$ cat src/rtl/ettsc_pkg.sv
// Shared types and constants for the token table.
package ettsc_pkg;

    localparam logic [1:0] MODE_ISSUE   = 2'd0;
    localparam logic [1:0] MODE_CONSUME = 2'd1;
    localparam logic [1:0] MODE_SWEEP   = 2'd2;
    localparam logic [1:0] MODE_QUERY   = 2'd3;

    localparam logic [1:0] CFG_TTL      = 2'd0;
    localparam logic [1:0] CFG_MAX_ADDR = 2'd1;
    localparam logic [1:0] CFG_MAX_TOT  = 2'd2;

    localparam logic [31:0] TTL_RESET      = 32'd60;
    localparam logic [6:0]  MAX_ADDR_RESET = 7'd4;
    localparam logic [6:0]  MAX_TOT_RESET  = 7'd64;

    typedef struct packed {
        logic        valid;
        logic [63:0] key_high;
        logic [63:0] key_low;
        logic [31:0] expiry;
        logic [63:0] addr_high;
        logic [63:0] addr_low;
        logic [63:0] material;
    } entry_t;

    // controller -> datapath
    typedef struct packed {
        logic clr;     // clearing pass: write invalid at scan index
        logic load;    // capture item, zero accumulators
        logic scan;    // read next slot
        logic commit;  // insert if allowed, load result beat
    } cmd_t;

    // datapath -> controller
    typedef struct packed {
        logic idx_last;  // scan index at last slot
        logic out_free;  // result register can take a beat
    } stat_t;

endpackage

$ cat src/rtl/ettsc_ctrl.sv
// Sequencer for clearing pass, slot scan and commit.
module ettsc_ctrl (
    input  logic            clk,
    input  logic            rst_n,
    input  logic            in_valid,
    output logic            in_ready,
    input  ettsc_pkg::stat_t stat,
    output ettsc_pkg::cmd_t  cmd
);

    localparam logic [2:0] ST_CLEAR  = 3'd0;
    localparam logic [2:0] ST_IDLE   = 3'd1;
    localparam logic [2:0] ST_SCAN   = 3'd2;
    localparam logic [2:0] ST_DRAIN  = 3'd3;
    localparam logic [2:0] ST_COMMIT = 3'd4;

    logic [2:0] state_reg, state_next;

    always_ff @(posedge clk or negedge rst_n)
    begin
        if (!rst_n)
        begin
            state_reg <= ST_CLEAR;
        end
        else
        begin
            state_reg <= state_next;
        end
    end

    assign in_ready = (state_reg == ST_IDLE);

    always_comb
    begin
        state_next = state_reg;
        cmd        = '0;
        case (state_reg)
            ST_CLEAR:
            begin
                cmd.clr = 1'b1;
                if (stat.idx_last)
                begin
                    state_next = ST_IDLE;
                end
            end
            ST_IDLE:
            begin
                if (in_valid)
                begin
                    cmd.load   = 1'b1;
                    state_next = ST_SCAN;
                end
            end
            ST_SCAN:
            begin
                cmd.scan = 1'b1;
                if (stat.idx_last)
                begin
                    state_next = ST_DRAIN;
                end
            end
            ST_DRAIN:
            begin
                state_next = ST_COMMIT;
            end
            ST_COMMIT:
            begin
                if (stat.out_free)
                begin
                    cmd.commit = 1'b1;
                    state_next = ST_IDLE;
                end
            end
            default:
            begin
                state_next = ST_IDLE;
            end
        endcase
    end

endmodule

$ cat config.mk
export PLATFORM = sky130hd
export DESIGN_NAME = ettsc_ctrl
export DESIGN_NICKNAME = d
export VERILOG_FILES = /design/src/rtl/ettsc_pkg.sv /design/src/rtl/ettsc_ctrl.sv
export SDC_FILE = /design/constraint.sdc
export NUM_CORES = 1
export LEC_CHECK = 0
export ABC_CLOCK_PERIOD_IN_PS = 950
export BUFFER_PORTS_ARGS = -buffer_cell sky130_fd_sc_hd__buf_2
export CAP_MARGIN = 20
export CORE_AREA = 10 10 47 49
export DETAILED_ROUTE_END_ITERATION = 12
export DIE_AREA = 0 0 57 59
export GPL_TIMING_DRIVEN = 0
export SLEW_MARGIN = 15
export SYNTH_ARGS = -nofsm -noshare
export SYNTH_HDL_FRONTEND = slang
export SYNTH_SLANG_ARGS = --single-unit
$ cat constraint.sdc
create_clock -name clk -period 0.95 [get_ports clk]
set_input_delay 0.2375 -clock clk [delete_from_list [all_inputs] [get_ports clk]]
set_output_delay 0.2375 -clock clk [all_outputs]
set_load 0.02 [all_outputs]
-- Word-level counts from Yosys, hierarchy flattened
Cells that the tools add are included.
- latch bits: 0
- memories: 0
- memory bits (writable): 0
- ROM bits: 0
- bits in registers: 3
- equal/unequal tests: 8
- bitwise operators: 0
- $lt $le $gt $ge: 0
- $mul: 0
- shifts and indexed selects: 0
- add/sub/neg operators: 0
- muxes and demuxes: 11
- divide/modulo/power cells: 0
- reduce and logical (&&, ||, !) cells: 2
- operator list (cell ; number):
    $pmux W3 S5 ; 1
    $mux W3 ; 4
    $ne A2 B2 Y1 const B ; 4
    $eq A3 B2 Y1 const B ; 2
    $mux W1 ; 6
    $reduce_and A4 Y1 ; 1
    $eq A3 B1 Y1 const B ; 1
    $eq A3 B3 Y1 const B ; 1
    $logic_not A3 Y1 ; 1

-- Logic depth before layout (Yosys ltp)
- depth after elaboration: 3
- depth in mapped cells: 3
- gate-level depth less buffers: 2

-- Worst setup path after synthesis
No wires, ideal clock.
- path kind: reg-to-output
- from: register state_reg[0]
- to: output cmd[2] in the netlist's numbering
- cell stages (with the launch flop): 4
- arrival: 1338 ps
- path slack: -625 ps
- cell sequence: dfrtp_1 buf_6 nor3b_1 and2_1
- RTL lines (item ; line ; RTL):
    from (decl) ; ettsc_ctrl.sv:17 ; logic [2:0] state_reg, state_next;
    from (signal assigned) ; ettsc_ctrl.sv:27 ; state_reg <= state_next;
    to (decl) ; ettsc_ctrl.sv:8 ; output ettsc_pkg::cmd_t cmd

==> metrics.md <==
| Metric | Value |
|---|---|
| Largest net degree at the start of global routing | `8` |
| DR vias/cell | `~4` |
| Most frequent CP cell | `buf_6` |
| DRC | `0` |
| Die H | `between 50 and 60 um` |
| Yosys top cell area share | `between 40% and 50%` |
| Layout cell share with drive strength beyond 1 | `about 81%` |
| Final Hold Viols | `0` |
| Area added between synthesis and finish | `151%` |
| Sequential cell area | `about 78 um^2` |
| RSZ-0062 raised after global routing | `true` |
| Peak VDD IR | `approximately 0.90 mV` |
| Max FFs per register | `3` |
| Fin nets | `48` |
| Worst slew pin tran | `~0.22 ns` |
| Register area share after synthesis | `41.1%` |
| Fillers | `150` |
| Max-slew violations | `0` |
| H-tree levels | `1` |
| CTS sink cnt | `3` |
| TritonCTS clock tree | `done` |
| WP data required | `just over 0.7 ns` |
| Top-level port count | `10` |
| CP delay by family, top | `simple AND/OR/NAND/NOR gates` |
| GRT Total Usage | `between 4 and 5%` |
| Worst setup EP type | `primary output` |
| Gate Count Post-Synth | `18` |
| Mean Syn Cell Area | `10.1 um^2` |
| R2r endpoint | `state_reg[0]$_DFFE_PN0P_` |
| Clock slew at reported path FFs | `0.03 ns` |
| Register bit total from synthesis | `3` |
| Via count | `233` |
| Area occupied by multi-input gates | `~150 um^2` |
| Setup WS pre-CTS | `-0.289 ns` |
| Antenna Nets Post-Route | `0` |
| Port Buffer Count | `9` |
| WP data arrival | `about 1.2 ns` |
| Crit-path cells | `buf_6 > nor3b_4 > and2_4 > buf_6` |
| Detailed Routing Iterations Pass 1 | `3` |
| Post-synth cell types | `13` |
| Crit path from | `state_reg[0]$_DFFE_PN0P_` |
| Placed Instances | `43` |
| Status | `complete, but fails checks` |
| WL/cell | `around 12 um` |
| Number of core rows | `14` |
| DP HPWL | `approximately 400 um` |
| CP max stage cell | `dfrtp_1` |
| Vias in the first global route | `259` |
| Core Footprint | `0.00140 mm^2` |
| Crit path capture | `cmd[2]` |
| Initial antenna violation count | `0` |
| Residual overflow from global routing | `0` |
| Clock Skews | `between 0.0015 and 0.002 ns` |
| R2R Path Start | `state_reg[1]$_DFFE_PN0P_` |
| Failing checks | `negative setup slack` |
| Hold WC Path Type | `input port to register` |
| Worst Path Buf+Inv | `2` |
| Leak | `0.204 nW` |
| Num CTS Buffers | `3` |
| Iter 0 DRT Violations | `3` |
| RePlAce Congestion | `about 0.69` |
| Final worst slack | `-0.445 ns` |
| Die Area | `roughly 0.0034 mm^2` |
| R2r worst-path depth | `4` |
| Max cap viols | `0` |
| Starting Density | `13.0%` |
| First-pass GRT wire length | `1.06 mm` |
| Area leader, netlist | `dfrtp_1` |
| CP startpoint kind | `register` |
| Design Area, Final | `about 460 um^2` |
| Cell area after synthesis | `about 180 um^2` |
| Slew margin rel. | `a little under nine tenths` |
| Crit share post-route | `147%` |
| Net Count, Synth | `23` |
| Antenna Cells | `0` |
| DP Area | `between 200 and 300 um^2` |
| Worst skew pair latency | `0.23 ns` |
| CP max stage delay | `approximately 0.34 ns` |
| Finish-stage setup viols | `8` |
| Top cells by area, synth | `dfrtp_1, nor4b_1, nor3b_1` |
| Total Wirelength | `around 710 um` |
| Crit Path Max Fanout | `7` |
| Yosys warnings | `0` |
| Pwr/cell area | `between 3000 and 4000 mW/mm^2` |
| Root Driver | `clkbuf_4` |
| Crit path depth | `4` |
| Tot Pwr | `0.00165 W` |
| Die X | `between 50 and 60 um` |
| Final min period | `between 1 and 1.5 ns` |
| Final TNS setup | `-3.00 ns` |
| Max Root-Sink Buffers | `2` |
| Fmax | `slightly above 700 MHz` |
| Finished Layout Cells | `58` |
| Critical path class | `register to primary output` |
| R2R setup slack | `-0.34 ns` |
[what timing repair did]
action                                  in CTS  in global routing
hold endpoints to repair                     3                  0
hold buffers                                 1                  0
pin swaps                                    3                  4
setup buffers                                8                  2
endpoints found under the setup margin       7                  8
resized for setup                            9                  9
[Yosys cell counts]
| master | number |
|---|---|
| a21oi_1 | 1 |
| a31o_2 | 1 |
| a31oi_1 | 1 |
| and2_1 | 1 |
| buf_6 | 1 |
| dfrtp_1 | 3 |
| inv_1 | 1 |
| nand2b_1 | 2 |
| nand3b_1 | 1 |
| nor3_1 | 1 |
| nor3b_1 | 2 |
| nor4b_1 | 2 |
| or3b_1 | 1 |
[stage by stage]
stage / util (%) / hold slack (ns)
floorplan: - / -0.0581
global placement: 20.2 / 0.0338
detailed placement: 20.2 / 0.0355
CTS: 29.2 / 0.283
global route: 32.7 / 0.308
finish: 32.7 / 0.301
[cell families (layout without fill, tap and decap cells)]
kind of cell,count (synthesis),in the layout,share of synthesized area (%)
simple gates,10,10,39.7
compound gates,3,3,11.0
flops,3,3,41.1
buf+inv,2,26,8.22
[cell type report]
cell class / instances / share of cell area [%]
Timing Repair Buffer: 20 / 36.9
Inverter: 1 / 0.820
Buffer: 1 / 2.46
Multi-Input combinational cell: 13 / 32.8
Tap cell: 16 / 4.37
Clock buffer: 4 / 5.74
Sequential cell: 3 / 16.9
[cells in the final DEF, fill, tap and decap left out, types with 2 or more instances in the layout]
| cell type | instances |
|---|---|
| buf_4 | 8 |
| nor4b_4 | 2 |
| buf_2 | 4 |
| nand2b_1 | 2 |
| dfrtp_2 | 2 |
| clkbuf_4 | 3 |
| buf_6 | 8 |
[worst min-delay path, stage by stage]
cell      delay, ns
buf_2          0.10
nand2b_1       0.06
a31oi_1        0.09
[metal layers]
layer / share of wire, % / up-vias / track usage (%) / wire length [um]
met5: 0 / - / 0 / 0
li1: - / 116 / - / -
met3: 5.0 / 0 / 2.15 / 36
met4: 0 / 0 / 5.03 / 0
met1: 38 / 112 / 3.10 / 271
met2: 57 / 5 / 7.44 / 405
[how the worst min path moves through the flow]
stage / endpoint / cells after the start / slack (ns) / start
4_1_cts: state_reg[1]$_DFFE_PN0P_ / 3 / 0.28 / in_valid
5_1_grt: state_reg[1]$_DFFE_PN0P_ / 3 / 0.31 / in_valid
3_5_place_dp: state_reg[0]$_DFFE_PN0P_ / 1 / 0.04 / rst_n
6_report: state_reg[0]$_DFFE_PN0P_ / 3 / 0.30 / stat[1]
2_1_floorplan: state_reg[0]$_DFFE_PN0P_ / 0 / -0.06 / rst_n
3_3_place_gp: state_reg[0]$_DFFE_PN0P_ / 1 / 0.03 / rst_n
[power by group]
| part | switching, W | internal (W) | total (W) |
|---|---|---|---|
| Clock | 0.0000654 | 0.000157 | 0.000223 |
| Combinational | 0.000473 | 0.000673 | 0.00115 |
| Sequential | 0.0000855 | 0.000193 | 0.000279 |
Note: power is estimated with default switching activity, not from simulation.
